<file path="src/sv/cpr_pkg.sv">
// ---------------------------------------------------------------------------
// cpr_pkg
// Shared types, constants and helper functions for the carpet pixel renderer.
// ---------------------------------------------------------------------------
package cpr_pkg;

   localparam int PANEL_SIDE   = 16;
   localparam int MAX_PANELS   = 4;
   localparam int PALETTE_MAX  = 256;
   localparam int DEPTH_MAX    = 6;
   localparam int SIDE_W       = $clog2(PANEL_SIDE);
   localparam int THIRD        = PANEL_SIDE / 3;
   localparam int HALF_SIDE    = PANEL_SIDE / 2;

   localparam int X_W          = 6;
   localparam int Y_W          = 4;
   localparam int LED_W        = 10;
   localparam int COLOR_W      = 8;
   localparam int DEPTH_W      = 3;
   localparam int ROTS_W       = 6;
   localparam int COUNT_W      = 3;
   localparam int PAL_W        = 9;
   localparam int CSR_ADDR_W   = 3;
   localparam int CSR_DATA_W   = 9;

   // modulo unit: dividend bits, bits retired per step, step count
   localparam int DIV_W        = 9;
   localparam int DIV_RADIX_W  = 3;
   localparam int DIV_STEPS    = DIV_W / DIV_RADIX_W;
   localparam int STEP_CNT_W   = $clog2(DIV_STEPS);

   localparam logic MODE_PIXEL = 1'b0;
   localparam logic MODE_TICK  = 1'b1;

   localparam logic [1:0] ROT_0   = 2'd0;
   localparam logic [1:0] ROT_90  = 2'd1;
   localparam logic [1:0] ROT_180 = 2'd2;
   localparam logic [1:0] ROT_270 = 2'd3;

   localparam logic [CSR_ADDR_W-1:0] REG_CARPET_DEPTH    = 3'd0;
   localparam logic [CSR_ADDR_W-1:0] REG_INVERT_PATTERN  = 3'd1;
   localparam logic [CSR_ADDR_W-1:0] REG_COLOR_SHIFT     = 3'd2;
   localparam logic [CSR_ADDR_W-1:0] REG_PANEL_REVERSE   = 3'd3;
   localparam logic [CSR_ADDR_W-1:0] REG_PANEL_ROTATIONS = 3'd4;
   localparam logic [CSR_ADDR_W-1:0] REG_PANEL_COUNT     = 3'd5;
   localparam logic [CSR_ADDR_W-1:0] REG_PALETTE_SIZE    = 3'd6;

   typedef struct packed {
      logic [DEPTH_W-1:0] carpet_depth;
      logic               invert_pattern;
      logic [COLOR_W-1:0] color_shift;
      logic               panel_reverse;
      logic [ROTS_W-1:0]  panel_rotations;
      logic [COUNT_W-1:0] panel_count;
      logic [PAL_W-1:0]   palette_size;
   } cfg_type;

   localparam cfg_type CFG_RESET = '{
      carpet_depth:    3'd4,
      invert_pattern:  1'b0,
      color_shift:     8'd2,
      panel_reverse:   1'b0,
      panel_rotations: 6'd0,
      panel_count:     3'd1,
      palette_size:    9'd0
   };

   typedef struct packed {
      logic load;
      logic tick;
      logic step;
      logic emit;
   } cmd_type;

   function automatic logic [SIDE_W-1:0] mod_third(input logic [SIDE_W-1:0] v);
      logic [SIDE_W-1:0] r;
      r = v;
      for (int i = 0; i < 3; i++) begin
         if (r >= SIDE_W'(THIRD)) r = r - SIDE_W'(THIRD);
      end
      return r;
   endfunction

   // two effective levels: span 16 -> third 5 -> third 1, then span too small
   function automatic logic is_hole(input logic [SIDE_W-1:0] x,
                                    input logic [SIDE_W-1:0] y,
                                    input logic [DEPTH_W-1:0] depth);
      logic l1;
      logic l2;
      l1 = (x >= SIDE_W'(THIRD)) && (x < SIDE_W'(2 * THIRD)) &&
           (y >= SIDE_W'(THIRD)) && (y < SIDE_W'(2 * THIRD));
      l2 = (depth >= DEPTH_W'(2)) && (mod_third(x) == SIDE_W'(1)) &&
           (mod_third(y) == SIDE_W'(1));
      return l1 || l2;
   endfunction

   // restoring remainder, DIV_RADIX_W dividend bits per call
   function automatic logic [DIV_W-1:0] rem_step(input logic [DIV_W-1:0]       rem,
                                                 input logic [DIV_RADIX_W-1:0] bits,
                                                 input logic [PAL_W-1:0]       dvs);
      logic [DIV_W:0]   t;
      logic [DIV_W-1:0] r;
      r = rem;
      for (int i = DIV_RADIX_W - 1; i >= 0; i--) begin
         t = {r, bits[i]};
         if (t >= {1'b0, dvs}) t = t - {1'b0, dvs};
         r = t[DIV_W-1:0];
      end
      return r;
   endfunction

endpackage

</file>
<file path="src/sv/cpr_dp.sv">
// ---------------------------------------------------------------------------
// cpr_dp
// Datapath: color phase, carpet test and LED mapping at load, three-step
// palette remainder, and the result register.
// ---------------------------------------------------------------------------
module cpr_dp import cpr_pkg::*; (
   input  logic               clock,
   input  logic               reset,
   input  cmd_type            cmd,
   input  cfg_type            cfg,
   input  logic [X_W-1:0]     pixel_x,
   input  logic [Y_W-1:0]     pixel_y,
   output logic [LED_W-1:0]   led_index,
   output logic               index_valid,
   output logic               pixel_lit,
   output logic               from_palette,
   output logic [COLOR_W-1:0] color_value
);

   localparam int PANEL_W = X_W - SIDE_W;

   logic [COLOR_W-1:0] phase_ff, phase_in;
   logic [DIV_W-1:0]   div_ff, rem_ff;
   logic [DIV_W-1:0]   rem_nx, rem_fin;
   logic               lit_ff, valid_ff;
   logic [COLOR_W-1:0] hue_ff;
   logic [LED_W-1:0]   led_ff;

   logic [LED_W-1:0]   rsp_led_ff;
   logic               rsp_valid_idx_ff, rsp_lit_ff, rsp_pal_ff;
   logic [COLOR_W-1:0] rsp_color_ff;

   logic [COUNT_W-1:0] panels;
   logic [PANEL_W-1:0] panel;
   logic               on_panel;
   logic [X_W:0]       off_x;
   logic               in_sq;
   logic [SIDE_W-1:0]  cx;
   logic               draw;
   logic               lit_c;
   logic [COLOR_W-1:0] hue_c;
   logic [DIV_W-1:0]   sum_c;
   logic [1:0]         rot;
   logic [SIDE_W-1:0]  lx, ly, lx0, ly0;
   logic [COUNT_W-1:0] eff;
   logic [LED_W-1:0]   led_c;
   logic [PAL_W-1:0]   pal;
   logic [COLOR_W-1:0] color_c;

   // ---- load-time mapping ----
   always_comb begin
      if (cfg.panel_count == '0) begin
         panels = COUNT_W'(1);
      end else if (cfg.panel_count > COUNT_W'(MAX_PANELS)) begin
         panels = COUNT_W'(MAX_PANELS);
      end else begin
         panels = cfg.panel_count;
      end
      panel    = pixel_x[X_W-1:SIDE_W];
      on_panel = COUNT_W'(panel) < panels;
      off_x    = (X_W+1)'((panels - 1'b1) * HALF_SIDE);
      in_sq    = ((X_W+1)'(pixel_x) >= off_x) &&
                 ((X_W+1)'(pixel_x) < off_x + (X_W+1)'(PANEL_SIDE));
      cx       = SIDE_W'((X_W+1)'(pixel_x) - off_x);
      draw     = cfg.invert_pattern ? is_hole(cx, pixel_y, cfg.carpet_depth)
                                    : !is_hole(cx, pixel_y, cfg.carpet_depth);
      lit_c    = on_panel && in_sq && draw;
      hue_c    = COLOR_W'(10'(cx) * 10'd4 + 10'(pixel_y) * 10'd3 + 10'(phase_ff));
      sum_c    = DIV_W'(cx) + DIV_W'(pixel_y) + DIV_W'(phase_ff);

      lx0 = pixel_x[SIDE_W-1:0];
      ly0 = pixel_y;
      if (COUNT_W'(panel) < COUNT_W'(3)) begin
         rot = cfg.panel_rotations[2*panel +: 2];
      end else begin
         rot = ROT_0;
      end
      case (rot)
         ROT_90: begin
            lx = ly0;
            ly = SIDE_W'(PANEL_SIDE - 1) - lx0;
         end
         ROT_180: begin
            lx = SIDE_W'(PANEL_SIDE - 1) - lx0;
            ly = SIDE_W'(PANEL_SIDE - 1) - ly0;
         end
         ROT_270: begin
            lx = SIDE_W'(PANEL_SIDE - 1) - ly0;
            ly = lx0;
         end
         default: begin
            lx = lx0;
            ly = ly0;
         end
      endcase
      if (ly[0]) lx = SIDE_W'(PANEL_SIDE - 1) - lx;

      eff   = cfg.panel_reverse ? (panels - 1'b1 - COUNT_W'(panel)) : COUNT_W'(panel);
      led_c = on_panel ? LED_W'({eff, ly, lx}) : '0;
   end

   // ---- remainder and result ----
   always_comb begin
      if (cfg.palette_size > PAL_W'(PALETTE_MAX)) begin
         pal = PAL_W'(PALETTE_MAX);
      end else begin
         pal = cfg.palette_size;
      end
      rem_nx  = rem_step(rem_ff, div_ff[DIV_W-1 -: DIV_RADIX_W], pal);
      rem_fin = cmd.step ? rem_nx : rem_ff;
      if (!lit_ff) begin
         color_c = '0;
      end else if (pal != '0) begin
         color_c = rem_fin[COLOR_W-1:0];
      end else begin
         color_c = hue_ff;
      end
      phase_in = cmd.tick ? (phase_ff + cfg.color_shift) : phase_ff;
   end

   always_ff @(posedge clock) begin
      if (reset) begin
         phase_ff <= '0;
      end else begin
         phase_ff <= phase_in;
      end
   end

   always_ff @(posedge clock) begin
      if (cmd.load) begin
         div_ff   <= sum_c;
         rem_ff   <= '0;
         lit_ff   <= lit_c;
         valid_ff <= on_panel;
         hue_ff   <= hue_c;
         led_ff   <= led_c;
      end else if (cmd.step) begin
         div_ff   <= div_ff << DIV_RADIX_W;
         rem_ff   <= rem_nx;
      end
      if (cmd.emit) begin
         rsp_led_ff       <= led_ff;
         rsp_valid_idx_ff <= valid_ff;
         rsp_lit_ff       <= lit_ff;
         rsp_pal_ff       <= (pal != '0);
         rsp_color_ff     <= color_c;
      end
   end

   assign led_index    = rsp_led_ff;
   assign index_valid  = rsp_valid_idx_ff;
   assign pixel_lit    = rsp_lit_ff;
   assign from_palette = rsp_pal_ff;
   assign color_value  = rsp_color_ff;

endmodule

</file>
<file path="config.mk">
export PLATFORM = sky130hd
export DESIGN_NAME = cpr_dp
export DESIGN_NICKNAME = d
export VERILOG_FILES = /design/src/sv/cpr_pkg.sv /design/src/sv/cpr_dp.sv
export SDC_FILE = /design/constraint.sdc
export NUM_CORES = 1
export LEC_CHECK = 0
export ABC_CLOCK_PERIOD_IN_PS = 8900
export BUFFER_PORTS_ARGS = -buffer_cell sky130_fd_sc_hd__buf_2
export CAP_MARGIN = 30
export CORE_MARGIN = 2
export CORE_UTILIZATION = 61
export DETAILED_ROUTE_END_ITERATION = 12
export PLACE_DENSITY_LB_ADDON = 0.3
export REMOVE_ABC_BUFFERS = 1
export SYNTH_ARGS = -nofsm -noshare
export SYNTH_HDL_FRONTEND = slang
export SYNTH_SLANG_ARGS = --single-unit
</file>
<file path="constraint.sdc">
create_clock -name clock -period 8.9 [get_ports clock]
set_input_delay 2.67 -clock clock [delete_from_list [all_inputs] [get_ports clock]]
set_output_delay 2.67 -clock clock [all_outputs]
set_load 0.01 [all_outputs]
</file>
Yosys cells after proc, flatten, opt, wreduce, memory -nomap -nowiden
Index checks and enable logic that the tools add are counted.

word-level totals
  register bits = 67
  output and inout port bits = 21
  word-level logic and storage cells = 95

operators by class
  $add $sub $neg = 22
  multiply operators = 1
  $lt $le $gt $ge = 18
  equal/unequal tests = 5
  shift-type cells = 1
  multiplexer cells = 22
  reductions and logical operators = 13

operators with widths
  operator               count
  $mux W9                6
  $ge A10 B9 Y1          3
  $mux W4                7
  $sub A9 B9 Y9          3
  $ge A4 B3 Y1 const B   6
  $pmux W4 S3            2
  $sub A4 B3 Y4 const B  6
  $mux W8                2
  $sub A4 B4 Y4 const A  3
  $add A5 B8 Y9          1
  $gt A9 B9 Y1 const B   1
  $reduce_bool A9 Y1     1
  $add A7 B8 Y8          1
  $add A8 B8 Y8          1
  $eq A4 B1 Y1 const B   2
  $logic_and A1 B1 Y1    8
  $lt A4 B4 Y1 const B   2
  $add A6 B6 Y7          1
  $add A7 B5 Y7 const B  1
  $ge A6 B7 Y1           1
  $lt A6 B7 Y1           1
  $mul A4 B2 Y6 const B  1
  $mux W3                2
  $shiftx A6 B4 Y2       1
  other kinds (17)       19

Depth between registers and ports, before layout
  depth in word-level cells = 18
  depth in mapped cells = 28

Worst setup path before layout
No wires, ideal clock.

  path type = input to register
  from = in cfg[8] in the netlist's numbering
  to = reg rsp_color_ff[6] (netlist: color_value[6]) (data pin)
  data arrival time = 8.080 ns
  setup slack = 0.549 ns
  stages = 24
  path buffers = 2
  cells stage by stage = clkinv_1 > nand2_1 > ha_1 > a21o_1 > a221oi_1 > o21a_1 > mux2_2 > fa_1 > nand2b_1 > a211o_1 > a21oi_1 > a2111o_1 > buf_6 > mux2_2 > ha_1 > a21o_1 > a21oi_1 > nor2b_1 > o31a_1 > a211oi_4 > o21a_1 > buf_6 > mux2i_1 > o22ai_1

on the way
  longest elaborated chain between the ends = 10
  elaborated cells between the ends (all ways) = 14

RTL lines
  what                                            line            source
  start, declared                                 cpr_dp.sv:10    input cfg_type cfg,
  $gt A9 B9 Y1                                    cpr_dp.sv:104   if (cfg.palette_size > PAL_W'(PALETTE_MAX)) begin
  $mux W9 (*)                                     cpr_dp.sv:104
  $sub A9 B9 Y9 or $ge A10 B9 Y1 (tied branches)  cpr_pkg.sv:106  if (t >= {1'b0, dvs}) t = t - {1'b0, dvs};
  $mux W9                                         cpr_pkg.sv:106
  $sub A9 B9 Y9 or $ge A10 B9 Y1 (tied branches)  cpr_pkg.sv:106
  $mux W9                                         cpr_pkg.sv:106
  $sub A9 B9 Y9 or $ge A10 B9 Y1 (tied branches)  cpr_pkg.sv:106
  $mux W9                                         cpr_pkg.sv:106
  $mux W8                                         --
  $mux W8 (*)                                     cpr_dp.sv:113   end else if (pal != '0) begin
  end signal, assigned                            cpr_dp.sv:146   rsp_color_ff <= color_c;
  end, declared                                   cpr_dp.sv:31    logic [COLOR_W-1:0] rsp_color_ff;

Mark *: on every way between the ends. The rest lies on a longest branch, timed or not.
A chain may end at the register's enable or synchronous reset.

Final worst setup path
  from = in cfg[8] in the netlist's numbering
  to = reg rsp_color_ff[5] (netlist: color_value[5]) (data pin)

The elaborated chain is that of the path after synthesis.

==> key figures <==
Pwr
  • P_sw: 1419 uW
  • Seq pwr share: 0.152
  • Sw frac: 0.4534
  • LEAKAGE: 0.003294 uW
  • Comb pwr share: 0.754
  • Clock share of power: 0.094
  • Overall power: 3129 uW
  • Pwr dens: 431.8 nW/um^2
  • Power Internal: 1711 uW
  • Peak VDD IR: 0.0003203 V

Timing
  • Fin. max-slew vios: 0
  • Final period utilization: 0.9545
  • Final hold vios: 0
  • Clock skew: 0.01626 ns
  • RSZ-0062 raised after global routing: false
  • Fmax: 117.7 MHz
  • Setup_tns: 0 ns
  • Post-layout min period: 8.495 ns
  • Worst-margin pin slew: 0.8414 ns
  • Final worst slack: 0.4047 ns
  • Final setup violation count: 0
  • Max_slew headroom: 0.4391

Global route
  • Global router's overall resource usage: 0.2652
  • First-pass GRT wire length: 23.95 mm
  • Gr ovfl total: 0
  • Largest net degree at the start of global routing: 43
  • Initial antenna violation count: 0
  • Vias in the first global route: 5245

Synth
  • Synth warn: 0
  • Synth async-reset ratio: 0
  • Post-synth cell types: 62
  • Post-synth top flop: edfxtp_1
  • Mean area per synthesized cell: 9.316 sq um
  • Sequential share of the synthesized area: 0.2925
  • Syn Inst Count: 676
  • Flops & latches, synth: 67
  • Mapped Area: 6297 sq um
  • EDFF count, synth: 50

Floorplan
  • Core Box Area: 10180 sq um
  • Die X: 105.6 um
  • DIE HEIGHT: 105.6 um
  • Starting Density: 0.6183
  • Die ar.: 11150 sq um
  • FP Rows: 37
  • I/O pin total: 68

Hold path
  • Worst Hold Path EP: led_index[3]
  • Hold Crit Depth: 0
  • Hold WC Path Type: reg -> reg
  • Hold path start: led_ff[3]

Critical path
  • CP endpoint kind: register
  • CP bufs+invs: 6
  • Worst r2r path cells: 27
  • Launch point of the worst reg-to-reg path: div_ff[8]
  • R2R Path End: color_value[5]
  • Critical path peak fanout: 8
  • CP peak stage delay: 0.61 ns
  • Critical path launch point type: input port
  • Slowest cell on the critical path: o41ai_1
  • Reg2Reg Setup Slack: 2.68 ns
  • Crit Path Class: in -> reg
  • Required time of the worst setup path: 9.03 ns
  • CP Data Arrival Time: 8.63 ns
  • Delay-heaviest family, CP: compound AO/OA/AOI/OAI gates

Routing
  • Iter 0 DRT Violations: 260
  • Post-DR vias/cell: 5.908
  • Final wirelength: 14.48 mm
  • First-pass DRT Iterations: 4
  • Via count: 5412
  • Remaining DRCs: 0
  • Drt wl/cell: 15.80 um
  • ANT nets after route: 0

Layout
  • Share of cells above drive strength 1: 0.1859
  • NumNets Final: 914
  • Commonest non-fill, non-tap cells in the layout: ha_1 (75), buf_2 (66), inv_1 (63)
  • Fin util: 0.7115
  • Most common cell after layout, fill and taps aside: ha_1
  • # diodes: 0
  • Area Overhead vs Synth: 15.08%
  • Non-filler instance count after layout: 916

Clock network
  • Clock Latency Late Sink: 0.35 ns
  • CTS Hold Bufs: 0
  • Setup bufs post-CTS: 0
  • H-Tree Depth: 3
  • Clock sinks: 67
  • Root Driver: clkbuf_8
  • Clk pin slew, worst setup/hold paths: 0.08 ns
  • CTS tree: done
  • Post-cts sizing count: 0
  • Clk buf depth: 2
  • TritonCTS Buffers: 9

Placement
  • Placed insts: 899
  • Final Wtd Congestion: 0.9205
  • Port Buffers: 66
  • Setup WS pre-CTS: 0.1439 ns
  • Detail Placement HPWL: 11.55 mm

Job
  • Max-cap viol count: 0

Status
  • Outcome: complete, no violations
## flip-flops by register name, summed over array words and instances (netlist names)
signal and count:
index_valid 1, led_ff 10, rem_ff 9, lit_ff 1, phase_ff 8, led_index 10, pixel_lit 1, from_palette 1
div_ff 9, hue_ff 8, color_value 8, valid_ff 1
## worst reg2reg max path, cell delays in order, from the launching register on
cell	delay, ns
edfxtp_1	0.35
inv_1	0.07
ha_1	0.21
inv_1	0.07
fa_1	0.19
nand3_1	0.12
and3_1	0.20
o21a_1	0.20
buf_4	0.16
o41ai_1	0.61
ha_1	0.37
o21a_1	0.19
a21oi_1	0.20
a21oi_1	0.12
a2111o_1	0.52
buf_4	0.19
mux2i_1	0.23
buf_4	0.17
inv_1	0.04
ha_1	0.30
nor2b_1	0.14
o21ai_0	0.19
nand2b_1	0.10
a31oi_1	0.29
nor2b_1	0.20
xor2_1	0.08
o211a_1	0.23
o22ai_1	0.25
## stage by stage
stage | hold slack, ns | cell area (sq um)
global route | 0.4293 | 7247
CTS | 0.4227 | 7239
detailed placement | 0.4054 | 7010
finish | 0.4216 | 7247
global placement | 0.4006 | 7010
floorplan | 0.4003 | 6210
## layout make-up
class | instances | area (sq um)
inverters | 64 | 240.2
clock buffers | 9 | 123.9
well taps | 136 | 170.2
repair buffers | 107 | 638.1
fillers | 804 | 2938
multi-input cells | 526 | 4128
clock inverters | 7 | 105.1
flip-flops and latches | 67 | 1842
## how the worst max path moves through the flow
stage           start             end  slack [ns]  cells past startpoint
4_1_cts        cfg[8]  color_value[5]        0.47                     27
3_5_place_dp   cfg[8]  color_value[5]        0.14                     27
6_report       cfg[8]  color_value[5]        0.40                     27
5_1_grt        cfg[8]  color_value[5]        0.01                     27
2_1_floorplan  cfg[8]  color_value[6]        0.21                     22
3_3_place_gp   cfg[8]       rem_ff[8]        0.21                     25
## routing by layer
| metal | GRT usage | part of all wire | up-vias | wire [um] |
|---|---|---|---|---|
| li1 | - | - | 2651 | - |
| met1 | 0.3409 | 0.44 | 2556 | 6324 |
| met2 | 0.4590 | 0.49 | 173 | 7073 |
| met3 | 0.04576 | 0.053 | 32 | 765 |
| met4 | 0.07801 | 0.022 | 0 | 312 |
| met5 | 0 | 0 | - | 0 |
## cell families after synthesis
group	share of synthesized area
buffers and inverters	0.05205
DFF	0.2925
and+or+nand+nor	0.1580
muxes	0.04987
adders and majority gates	0.2031
xor gates and xnor gates	0.06259
AOI/OAI and AO/OA	0.1820
## synth_stat cells, drive strengths merged, types with 2 or more instances
| master | number | area (sq um) |
|---|---|---|
| edfxtp | 50 | 1501 |
| inv | 63 | 236.5 |
| and2 | 9 | 56.30 |
| nor2 | 51 | 191.4 |
| or3 | 4 | 25.02 |
| o22ai | 13 | 81.33 |
| a22oi | 4 | 35.03 |
| ha | 75 | 938.4 |
| nand2 | 33 | 123.9 |
| a2bb2oi | 2 | 17.52 |
| clkbuf | 15 | 56.30 |
| or2 | 4 | 25.02 |
| nand4b | 2 | 17.52 |
| nor2b | 19 | 118.9 |
| o21a | 8 | 60.06 |
| and3 | 2 | 17.52 |
| dfxtp | 17 | 340.3 |
| o41ai | 3 | 26.28 |
| xor2 | 11 | 96.34 |
| xnor2 | 34 | 297.8 |
| o31ai | 3 | 22.52 |
| buf | 4 | 31.27 |
| a21oi | 41 | 205.2 |
| a31oi | 9 | 56.30 |
| nand3 | 9 | 57.56 |
| mux2i | 19 | 190.2 |
| nand2b | 13 | 81.33 |
| nand4 | 8 | 50.05 |
| mux2 | 11 | 123.9 |
| a211oi | 12 | 107.6 |
| nor4 | 3 | 18.77 |
| o21bai | 3 | 22.52 |
| nor3 | 21 | 105.1 |
| a2111oi | 3 | 26.28 |
| fa | 17 | 340.3 |
| o211a | 8 | 80.08 |
| o211ai | 16 | 120.1 |
| o31a | 2 | 17.52 |
| a211o | 2 | 17.52 |
| nand3b | 11 | 82.58 |
| o21ai | 20 | 100.1 |
| a21o | 10 | 75.07 |
## power groups by stage
| stage | combinational, uW | clock, uW | sequential, uW |
|---|---|---|---|
| 6_report | 2360 | 293 | 476 |
| 5_1_grt | 2580 | 310 | 482 |
| 4_1_cts | 2330 | 296 | 475 |
| 3_5_place_dp | 2300 | 0 | 481 |
| 3_3_place_gp | 2210 | 0 | 480 |
| 2_1_floorplan | 1510 | 0 | 480 |
Note: power is estimated with default switching activity, not from simulation.
