`src/sv/cpr_pkg.sv`:
```
// ---------------------------------------------------------------------------
// cpr_pkg
// Shared types, constants and helper functions for the carpet pixel renderer.
// ---------------------------------------------------------------------------
package cpr_pkg;

   localparam int PANEL_SIDE   = 16;
   localparam int MAX_PANELS   = 4;
   localparam int PALETTE_MAX  = 256;
   localparam int DEPTH_MAX    = 6;
   localparam int SIDE_W       = $clog2(PANEL_SIDE);
   localparam int THIRD        = PANEL_SIDE / 3;
   localparam int HALF_SIDE    = PANEL_SIDE / 2;

   localparam int X_W          = 6;
   localparam int Y_W          = 4;
   localparam int LED_W        = 10;
   localparam int COLOR_W      = 8;
   localparam int DEPTH_W      = 3;
   localparam int ROTS_W       = 6;
   localparam int COUNT_W      = 3;
   localparam int PAL_W        = 9;
   localparam int CSR_ADDR_W   = 3;
   localparam int CSR_DATA_W   = 9;

   // modulo unit: dividend bits, bits retired per step, step count
   localparam int DIV_W        = 9;
   localparam int DIV_RADIX_W  = 3;
   localparam int DIV_STEPS    = DIV_W / DIV_RADIX_W;
   localparam int STEP_CNT_W   = $clog2(DIV_STEPS);

   localparam logic MODE_PIXEL = 1'b0;
   localparam logic MODE_TICK  = 1'b1;

   localparam logic [1:0] ROT_0   = 2'd0;
   localparam logic [1:0] ROT_90  = 2'd1;
   localparam logic [1:0] ROT_180 = 2'd2;
   localparam logic [1:0] ROT_270 = 2'd3;

   localparam logic [CSR_ADDR_W-1:0] REG_CARPET_DEPTH    = 3'd0;
   localparam logic [CSR_ADDR_W-1:0] REG_INVERT_PATTERN  = 3'd1;
   localparam logic [CSR_ADDR_W-1:0] REG_COLOR_SHIFT     = 3'd2;
   localparam logic [CSR_ADDR_W-1:0] REG_PANEL_REVERSE   = 3'd3;
   localparam logic [CSR_ADDR_W-1:0] REG_PANEL_ROTATIONS = 3'd4;
   localparam logic [CSR_ADDR_W-1:0] REG_PANEL_COUNT     = 3'd5;
   localparam logic [CSR_ADDR_W-1:0] REG_PALETTE_SIZE    = 3'd6;

   typedef struct packed {
      logic [DEPTH_W-1:0] carpet_depth;
      logic               invert_pattern;
      logic [COLOR_W-1:0] color_shift;
      logic               panel_reverse;
      logic [ROTS_W-1:0]  panel_rotations;
      logic [COUNT_W-1:0] panel_count;
      logic [PAL_W-1:0]   palette_size;
   } cfg_type;

   localparam cfg_type CFG_RESET = '{
      carpet_depth:    3'd4,
      invert_pattern:  1'b0,
      color_shift:     8'd2,
      panel_reverse:   1'b0,
      panel_rotations: 6'd0,
      panel_count:     3'd1,
      palette_size:    9'd0
   };

   typedef struct packed {
      logic load;
      logic tick;
      logic step;
      logic emit;
   } cmd_type;

   function automatic logic [SIDE_W-1:0] mod_third(input logic [SIDE_W-1:0] v);
      logic [SIDE_W-1:0] r;
      r = v;
      for (int i = 0; i < 3; i++) begin
         if (r >= SIDE_W'(THIRD)) r = r - SIDE_W'(THIRD);
      end
      return r;
   endfunction

   // two effective levels: span 16 -> third 5 -> third 1, then span too small
   function automatic logic is_hole(input logic [SIDE_W-1:0] x,
                                    input logic [SIDE_W-1:0] y,
                                    input logic [DEPTH_W-1:0] depth);
      logic l1;
      logic l2;
      l1 = (x >= SIDE_W'(THIRD)) && (x < SIDE_W'(2 * THIRD)) &&
           (y >= SIDE_W'(THIRD)) && (y < SIDE_W'(2 * THIRD));
      l2 = (depth >= DEPTH_W'(2)) && (mod_third(x) == SIDE_W'(1)) &&
           (mod_third(y) == SIDE_W'(1));
      return l1 || l2;
   endfunction

   // restoring remainder, DIV_RADIX_W dividend bits per call
   function automatic logic [DIV_W-1:0] rem_step(input logic [DIV_W-1:0]       rem,
                                                 input logic [DIV_RADIX_W-1:0] bits,
                                                 input logic [PAL_W-1:0]       dvs);
      logic [DIV_W:0]   t;
      logic [DIV_W-1:0] r;
      r = rem;
      for (int i = DIV_RADIX_W - 1; i >= 0; i--) begin
         t = {r, bits[i]};
         if (t >= {1'b0, dvs}) t = t - {1'b0, dvs};
         r = t[DIV_W-1:0];
      end
      return r;
   endfunction

endpackage

```
`src/sv/cpr_ctrl.sv`:
```
// ---------------------------------------------------------------------------
// cpr_ctrl
// Sequencer: on a tick word issues the tick command; on a pixel word runs the
// remainder steps, loads the result register and tracks its handshake.
// ---------------------------------------------------------------------------
module cpr_ctrl import cpr_pkg::*; (
   input  logic    clock,
   input  logic    reset,
   input  logic    req_valid,
   input  logic    req_mode,
   output logic    req_ready,
   output logic    rsp_valid,
   input  logic    rsp_ready,
   output cmd_type cmd
);

   typedef enum logic [2:0] {
      S_IDLE = 3'b001,
      S_CALC = 3'b010,
      S_EMIT = 3'b100
   } state_type;

   localparam logic [STEP_CNT_W-1:0] LAST_STEP = STEP_CNT_W'(DIV_STEPS - 1);

   state_type             state_ff, state_in;
   logic [STEP_CNT_W-1:0] cnt_ff, cnt_in;
   logic                  rsp_valid_ff, rsp_valid_in;
   logic                  accept;
   logic                  out_free;

   assign req_ready = (state_ff == S_IDLE);
   assign accept    = req_valid && req_ready;
   assign out_free  = !rsp_valid_ff || rsp_ready;
   assign rsp_valid = rsp_valid_ff;

   always_comb begin
      state_in = state_ff;
      cnt_in   = cnt_ff;
      cmd      = '0;
      case (state_ff)
         S_IDLE: begin
            if (accept) begin
               if (req_mode == MODE_TICK) begin
                  cmd.tick = 1'b1;
               end else begin
                  cmd.load = 1'b1;
                  cnt_in   = '0;
                  state_in = S_CALC;
               end
            end
         end
         S_CALC: begin
            cmd.step = 1'b1;
            cnt_in   = cnt_ff + 1'b1;
            if (cnt_ff == LAST_STEP) begin
               if (out_free) begin
                  cmd.emit = 1'b1;
                  state_in = S_IDLE;
               end else begin
                  state_in = S_EMIT;
               end
            end
         end
         S_EMIT: begin
            if (out_free) begin
               cmd.emit = 1'b1;
               state_in = S_IDLE;
            end
         end
         default: state_in = S_IDLE;
      endcase
   end

   always_comb begin
      if (cmd.emit) begin
         rsp_valid_in = 1'b1;
      end else if (rsp_ready) begin
         rsp_valid_in = 1'b0;
      end else begin
         rsp_valid_in = rsp_valid_ff;
      end
   end

   always_ff @(posedge clock) begin
      if (reset) begin
         state_ff     <= S_IDLE;
         cnt_ff       <= '0;
         rsp_valid_ff <= 1'b0;
      end else begin
         state_ff     <= state_in;
         cnt_ff       <= cnt_in;
         rsp_valid_ff <= rsp_valid_in;
      end
   end

`ifndef SYNTHESIS
   a_pixel_starts_calc: assert property (@(posedge clock) disable iff (reset)
      (accept && req_mode == MODE_PIXEL) |=> (state_ff == S_CALC && cnt_ff == '0))
      else $error("pixel word did not start the remainder steps");

   a_calc_length: assert property (@(posedge clock) disable iff (reset)
      (accept && req_mode == MODE_PIXEL) |-> ##DIV_STEPS
         (state_ff == S_CALC && cnt_ff == LAST_STEP))
      else $error("remainder steps ran the wrong number of cycles");

   a_tick_no_calc: assert property (@(posedge clock) disable iff (reset)
      (accept && req_mode == MODE_TICK) |=> (state_ff == S_IDLE && !cmd.step))
      else $error("tick word started a computation");

   a_emit_sets_valid: assert property (@(posedge clock) disable iff (reset)
      cmd.emit |=> rsp_valid_ff)
      else $error("result loaded without valid");

   a_no_overwrite: assert property (@(posedge clock) disable iff (reset)
      cmd.emit |-> (!rsp_valid_ff || rsp_ready))
      else $error("result register overwritten while held");
`endif

endmodule

```
`config.mk`:
```
export PLATFORM = sky130hd
export DESIGN_NAME = cpr_ctrl
export DESIGN_NICKNAME = d
export VERILOG_FILES = /design/src/sv/cpr_pkg.sv /design/src/sv/cpr_ctrl.sv
export SDC_FILE = /design/constraint.sdc
export NUM_CORES = 1
export LEC_CHECK = 0
export BUFFER_PORTS_ARGS = -buffer_cell sky130_fd_sc_hd__buf_2
export CORE_AREA = 2 2 39 41
export DETAILED_ROUTE_END_ITERATION = 16
export DIE_AREA = 0 0 41 43
export PLACE_DENSITY_LB_ADDON = 0.3
export SLEW_MARGIN = 5
export SYNTH_ARGS = -nofsm -noshare
export SYNTH_HDL_FRONTEND = slang
export SYNTH_SLANG_ARGS = --single-unit
```
`constraint.sdc`:
```
create_clock -name clock -period 1.85 [get_ports clock]
set_clock_uncertainty 0.2 [all_clocks]
set_input_delay 0 -clock clock [delete_from_list [all_inputs] [get_ports clock]]
set_output_delay 0 -clock clock [all_outputs]
set_load 0.02 [all_outputs]
```
### Yosys cells after proc, flatten, opt, wreduce, memory -nomap -nowiden

Index checks and enable logic that the tools add are counted.

| storage, ports and cells | value |
|---|---|
| bits in registers | 6 |
| input bits | 5 |
| output and inout port bits | 6 |
| word-level logic and storage cells | 38 |

| cells by class | value |
|---|---|
| add/subtract/negate cells | 1 |
| equality and inequality tests | 8 |
| muxes and demuxes | 19 |
| reduce and logical (&&, ||, !) cells | 7 |

Operator list:

| cell | number |
|---|---|
| $mux 3 | 5 |
| $pmux 3 s3 | 1 |
| $mux 2 | 4 |
| $mux 1 | 7 |
| $ne 2x2->1 const B | 3 |
| $pmux 2 s2 | 1 |
| $reduce_and 4->1 | 1 |
| $reduce_bool 2->1 | 2 |
| $eq 3x1->1 const B | 1 |
| $eq 3x2->1 const B | 1 |
| $eq 3x3->1 const B | 1 |
| $reduce_and 3->1 | 1 |
| $add 2x1->2 const B | 1 |
| $eq 2x2->1 const B | 1 |
| $ne 2x1->1 const B | 1 |
| $pmux 1 s2 | 1 |
| $logic_and 1x1->1 | 1 |
| $logic_not 1->1 | 1 |
| $logic_or 1x1->1 | 1 |

### Longest topological paths before layout

Gate-level depths: netlist of the first run.

| depth | value |
|---|---|
| depth in word-level cells | 6 |
| gate-level depth with buffers | 6 |
| depth with buffers taken out | 5 |

### Least setup slack after synthesis of the first run

No wires, ideal clock.

| path | value |
|---|---|
| path kind | reg-to-reg |
| start point | reg state_ff[0] |
| end point | reg cnt_ff[1] |
| library setup time | 0.131 ns |
| data arrival time | 1.158 ns |
| data required time | 1.519 ns |
| slack | 0.361 ns |
| cell stages (with the launch flop) | 4 |
| path buffers | 0 |
| period minus slack after synthesis | 1.489 ns |
| cells stage by stage | dfxtp_1 -> nor3b_4 -> mux2i_1 -> o32ai_1 |

| between the ends | value |
|---|---|
| longest elaborated chain between the ends | 4 |
| elaborated cells on any way between the ends | 8 |
| classes of those cells | eq/ne (4); mux (1); reduce/logical (3) |

Ends and longest elaborated chain:

| what | RTL line | RTL |
|---|---|---|
| start: declaration | cpr_ctrl.sv:25 | `state_type state_ff, state_in;` |
| start signal: assignment | cpr_ctrl.sv:90 | `state_ff <= state_in;` |
| $eq 3x1->1 * | cpr_ctrl.sv:31 | `assign req_ready = (state_ff == S_IDLE);` |
| named net req_ready | cpr_ctrl.sv:11 | `output logic req_ready,` |
| $logic_and 1x1->1 | cpr_ctrl.sv:32 | `assign accept = req_valid && req_ready;` |
| $ne 2x1->1 (no line) | - |  |
| $reduce_and 3->1 (no line) | - |  |
| end signal: assignment | cpr_ctrl.sv:91 | `cnt_ff <= cnt_in;` |
| end: declaration | cpr_ctrl.sv:26 | `logic [STEP_CNT_W-1:0] cnt_ff, cnt_in;` |

The timed path passes the listed nets; every way through them passes the cells marked *.
A chain may end at the register's enable or synchronous reset.

### Worst setup path in the final report of the first run

| path | value |
|---|---|
| start point | in req_valid |
| end point | reg state_ff[2] |

| between the ends | value |
|---|---|
| longest elaborated chain between the ends | 3 |

Ends and longest elaborated chain:

| what | RTL line | RTL |
|---|---|---|
| start: declaration | cpr_ctrl.sv:9 | `input logic req_valid,` |
| $logic_and 1x1->1 | cpr_ctrl.sv:32 |  |
| $ne 2x1->1 (no line) | - |  |
| $reduce_and 4->1 (no line) | - |  |

No other way between the ends.

==> results.md, run 1 <==
- Placed Cells: 61
- Nets: 60
- Fin crit share: 91.9%
- Seq pwr share: 40.2%
- Worst slew pin tran: 0.305 ns
- Cells after synthesis: 36
- Yosys cell types: 26
- Largest net degree at the start of global routing: 7
- Htree depth: 1
- LEAKAGE: 0.194 nW
- Synth Area per Inst: 9.38 um^2
- DR vias: 302
- Die W: 41 um
- Met3 Use GR: 6.28%
- Clk slew on worst S/H paths: 0.05 ns
- Min Tclk post-route: 1.70 ns
- Area delta synth->final: 38.1%
- Final total power: 0.384 mW
- Die Area: 1760 um^2
- Ys Warns: 0
- Initial antenna violation count: 0
- Final Setup Violations: 0
- VDD IR max: 0.308 mV
- Post-route ant nets: 0
- Area leader, netlist: dfxtp_1
- Max_slew headroom: 79.7%
- Total CTS buffers: 3
- Post-Syn Area: 338 um^2
- WS Path Type: in -> reg
- Data required, critical path: 1.82 ns
- Fin. max-slew vios: 0
- Initial Util: 24.4%
- Wire per inst: 9.97 um
- Bufs on Longest Clock Path: 2
- Psw: 0.115 mW
- DR iter-0 viols: 5
- CTS Sinks: 6
- Final hold vios: 0
- F_max: 588 MHz
- CTS tree: done
- Sequential area share after synthesis: 35.6%
- Startpoint Class: primary input
- Core area: 1380 um^2
- RSZ-0062 raised after global routing: false
- Synth top area share: 35.6%
- GRT Overall Usage: 9.85%
- Critical Path Sink Type: register
- Mapped Nets: 42
- # rows: 14
- Ports: 11
- Worst skew pair latency: 0.25 ns
- Comb pwr share: 28.6%
- Setup TNS: 0 ns
- Max FO, Critical Path: 3
- Synth Register Bits: 6
- Vias in the first global route: 280
- Chip Height: 43 um
- Hold Path Class: in -> reg
- Cell-internal power: 0.269 mW
- Switching part of the total: 30.0%
- First-pass GRT wire length: 1080 um
- Grt met2 use: 12.8%
- Global route overflow: 0
- Drt pass-1 iters: 2
- DR DRC count: 0
- Layer with the highest usage: met2
- Root Buffer: clkbuf_4
- Worst path arrival time: 1.67 ns
- Clock share of power: 31.2%
- Top cells by area, synth: dfxtp_1 (36%), nand2b_1 (7.4%), nor3b_4 (5.6%)
- Max-cap violations: 0
- Power Density: 822 nW/um^2
- Met1 global-route usage: 10.6%
- Share of cells above drive strength 1: 32.7%
- Port bufs: 10
- Status: finished clean
- Via density: 4.44
- Layout Cells excl Fill: 68
- # diodes: 0
- Routability cong.: 0.627
- DRT Wirelength: 678 um
## per-layer routing
metal	vias to the layer above	wire, um
met1	131	287
met4	0	17
met5	-	0
met2	5	346
li1	164	-
met3	2	27
## kinds of logic (layout without fill, tap and decap cells)
family,after synthesis,in the layout,share of synthesized area [%]
AOI/OAI and AO/OA,8,8,17.4
buffers and inverters,3,19,4.44
muxes,1,1,2.96
DFF,6,6,35.6
and+or+nand+nor,17,17,35.9
adders and majority gates,1,1,3.70
## sequential cells by signal, summed over array words and instances, names as in the netlist
register / count
cnt_ff: 2
rsp_valid: 1
state_ff: 3
## metrics by stage
| step | hold WS, ns | worst slack [ns] | utilization [%] | instance area [um^2] |
|---|---|---|---|---|
| after floorplan | -0.135 | 0.361 | - | 338 |
| after global placement | 0.0356 | 0.385 | 28.9 | 400 |
| after detailed placement | 0.0322 | 0.343 | 28.9 | 400 |
| after CTS | 0.0677 | 0.110 | 33.5 | 463 |
| after global routing | 0.0972 | 0.0563 | 33.7 | 467 |
| final | 0.0514 | 0.149 | 33.7 | 467 |
## cell type report
type                       count  area, um^2
timing repair buffer          14        90.1
inverter                       2        7.51
clock buffer                   3        22.5
sequential                     6         120
tap                           16        20.0
multi-input combinational     27         206
fill                         146         917
## synthesized netlist by cell type (all sizes together)
library cell and count:
a21o 1, nand2 1, inv 1, o21ai 1
nor3 1, nor2 2, or3b 1, a211oi 2
ha 1, nor3b 2, or2b 2, dfxtp 6
o31ai 1, and3b 1, nand3b 1, nand2b 4
and3 1, nor2b 1, a21oi 2, mux2i 1
o32ai 1, clkinv 1, buf 1
## timing repair
action	CTS	global route
buffers inserted	0	0
hold endpoints to repair	6	0
endpoints found under the setup margin	0	1
resized for setup	0	1
hold buffers	4	0
## critical path, stage by stage
cell           delay, ns
dlygate4sd3_1       0.53
buf_2               0.12
nand2b_1            0.07
dlygate4sd3_1       0.59
a21oi_2             0.18
nor3b_1             0.19
## power groups by stage
stage,clock [mW],sequential [mW],combinational (mW)
2_1_floorplan,0,0.153,0.0760
3_3_place_gp,0,0.156,0.102
3_5_place_dp,0,0.156,0.102
4_1_cts,0.123,0.154,0.108
5_1_grt,0.137,0.156,0.120
6_report,0.120,0.154,0.110
## layout by cell type (no fill, tap or decap), types with 2 or more instances in the layout
| cell | netlist | routed |
|---|---|---|
| dfxtp_1 | 6 | 6 |
| dlygate4sd3_1 | 0 | 4 |
| clkbuf_4 | 0 | 3 |
| nor2_1 | 2 | 2 |
| nand2b_1 | 4 | 4 |
| buf_2 | 0 | 10 |
## final timing paths
path	slack (ns)	end	cells past startpoint	from
max	0.15	state_ff[2]	6	req_valid
min reg2reg	0.28	cnt_ff[0]	1	cnt_ff[0]
max reg2reg	0.34	cnt_ff[1]	3	state_ff[1]
min	0.05	cnt_ff[1]	4	req_mode
No activity file was read; power rests on OpenSTA's default activity.
==> run 2, diff against run 1 <==
--- a/config.mk
+++ b/config.mk
@@ -10,6 +10,7 @@
 export DETAILED_ROUTE_END_ITERATION = 16
 export DIE_AREA = 0 0 41 43
 export PLACE_DENSITY_LB_ADDON = 0.3
+export RECOVER_POWER = 50
 export SLEW_MARGIN = 5
 export SYNTH_ARGS = -nofsm -noshare
 export SYNTH_HDL_FRONTEND = slang
==> results.md, run 2 (same netlist as run 1, synthesis figures left out) <==
- Die Area: 1760 um^2
- Vias in the first global route: 280
- F_max: 589 MHz
- DRT Wirelength: 675 um
- RSZ-0062 raised after global routing: false
- Total CTS buffers: 3
- Comb pwr share: 27.5%
- Core area: 1380 um^2
- Setup TNS: 0 ns
- WS Path Type: in -> reg
- Routability cong.: 0.627
- Data required, critical path: 1.82 ns
- Setup Buffers After CTS: 0
- Via density: 4.47
- DR vias: 304
- Initial antenna violation count: 0
- Final hold vios: 0
- CTS Sinks: 6
- DR DRC count: 0
- GRT Overall Usage: 9.85%
- Clk slew on worst S/H paths: 0.05 ns
- Global route overflow: 0
- VDD IR max: 0.301 mV
- Worst r2r dst: cnt_ff[1]
- Max_slew headroom: 72.2%
- Post-route ant nets: 0
- Setup crit end: state_ff[2]
- CTS tree: done
- Cell family with most CP delay: buffers and inverters
- Status: finished clean
- Wire per inst: 9.93 um
- Critical Path Sink Type: register
- Cell-internal power: 0.263 mW
- Initial Util: 24.4%
- Psw: 0.114 mW
- Largest net degree at the start of global routing: 7
- Nets: 60
- Cell Chain, Critical Path: dlygate4sd3_1, buf_2, nand2b_1, dlygate4sd3_1, a21oi_2, nor3b_1
- Max reg flops: 3
- Critical Path Source: req_valid
- Largest Register: state_ff
- Htree depth: 1
- Worst skew pair latency: 0.25 ns
- RR Startpoint: state_ff[0]
- Critical path depth in cells: 6
- WHS: 0.0507 ns
- Hold Path Class: in -> reg
- Final Setup Violations: 0
- Commonest non-fill, non-tap cell in the layout: buf_2
- Root Buffer: clkbuf_4
- # diodes: 0
- Ports: 11
- Drt pass-1 iters: 4
- DR iter-0 viols: 5
- Port bufs: 10
- Max FO, Critical Path: 3
- Highest-count cells in the layout ignoring fill and taps: buf_2 (7), dfxtp_1 (6), nand2b_1 (4), dlygate4sd3_1 (4)
- CP most frequent cell: dlygate4sd3_1
- Power Density: 826 nW/um^2
- Buf/Inv on CP: 3
- Min Tclk post-route: 1.70 ns
- Share of cells above drive strength 1: 26.9%
- Slowest stage delay, CP: 0.59 ns
- Seq pwr share: 40.3%
- Clock share of power: 32.2%
- # rows: 14
- First-pass GRT wire length: 1080 um
- R2R cell count: 3
- LEAKAGE: 0.178 nW
- Area delta synth->final: 35.2%
- Setup slack, reg-to-reg: 0.28 ns
- Switching part of the total: 30.3%
- Worst slew pin tran: 0.415 ns
- Die W: 41 um
- Bufs on Longest Clock Path: 2
- CP max-delay cell: dlygate4sd3_1
- Fin. max-slew vios: 0
- Max-cap violations: 0
- Worst path arrival time: 1.67 ns
- Chip Height: 43 um
- Fin crit share: 91.8%
- Fill count: 149
- Startpoint Class: primary input
## run 2: changes by cell type in the layout (fill, tap and decap cells not counted)
cell	delta
nor3b_2	+1
clkbuf_1	+3
buf_2	-3
nor3b_4	-1
## run 2: metal layers
| layer | wire length [um] | up-vias | global-route usage [%] | share of wire (%) |
|---|---|---|---|---|
| met5 | 0 | - | 0 | 0 |
| met4 | 17 | 0 | 8.00 | 2.5 |
| met3 | 27 | 2 | 6.28 | 4.0 |
| met2 | 344 | 5 | 12.8 | 51 |
| met1 | 286 | 135 | 10.6 | 42 |
| li1 | - | 162 | - | - |
## run 2: power by group through the flow
stage | logic [mW] | clock network, mW | registers, mW
6_report | 0.104 | 0.121 | 0.152
5_1_grt | 0.113 | 0.137 | 0.154
4_1_cts | 0.108 | 0.123 | 0.154
3_5_place_dp | 0.102 | 0 | 0.156
3_3_place_gp | 0.102 | 0 | 0.156
2_1_floorplan | 0.0760 | 0 | 0.153
## run 2: layout make-up
type                            count  area, um^2  area share [%]
Multi-Input combinational cell     27         200            43.8
Inverter                            2        7.51            1.64
Tap cell                           16        20.0            4.38
Timing Repair Buffer               14        86.3            18.9
Sequential cell                     6         120            26.3
Clock buffer                        3        22.5            4.93
## run 2: how the worst min path moves through the flow
stage / startpoint / endpoint / slack (ns) / cells past startpoint
detailed placement: reset / cnt_ff[0] / 0.03 / 2
floorplan: reset / cnt_ff[0] / -0.14 / 1
global route: req_mode / cmd[3] / 0.1 / 3
CTS: req_mode / cnt_ff[1] / 0.07 / 4
global placement: reset / cnt_ff[0] / 0.04 / 2
finish: req_mode / cnt_ff[1] / 0.05 / 4
## run 2: worst reg2reg max path, stage by stage, from the launching register on
cell and delay [ns]:
dfxtp_1 0.39, nor3b_2 0.41, mux2i_1 0.31, o32ai_1 0.13
## run 2: timing repair
item	in CTS	in global routing
gates resized for setup	0	1
endpoints found under the setup margin	0	1
hold buffers	4	0
endpoints found under the hold margin	6	0
## run 2: stage by stage
stage | power, mW | cell area (um^2) | setup WS, ns | util (%) | std cells
after CTS | 0.386 | 463 | 0.110 | 33.5 | 68
after detailed placement | 0.258 | 400 | 0.343 | 28.9 | 61
after global placement | 0.258 | 400 | 0.385 | 28.9 | 61
final | 0.377 | 457 | 0.153 | 33.0 | 68
after floorplan | 0.229 | 338 | 0.361 | - | 36
after global routing | 0.404 | 457 | 0.0563 | 33.0 | 68
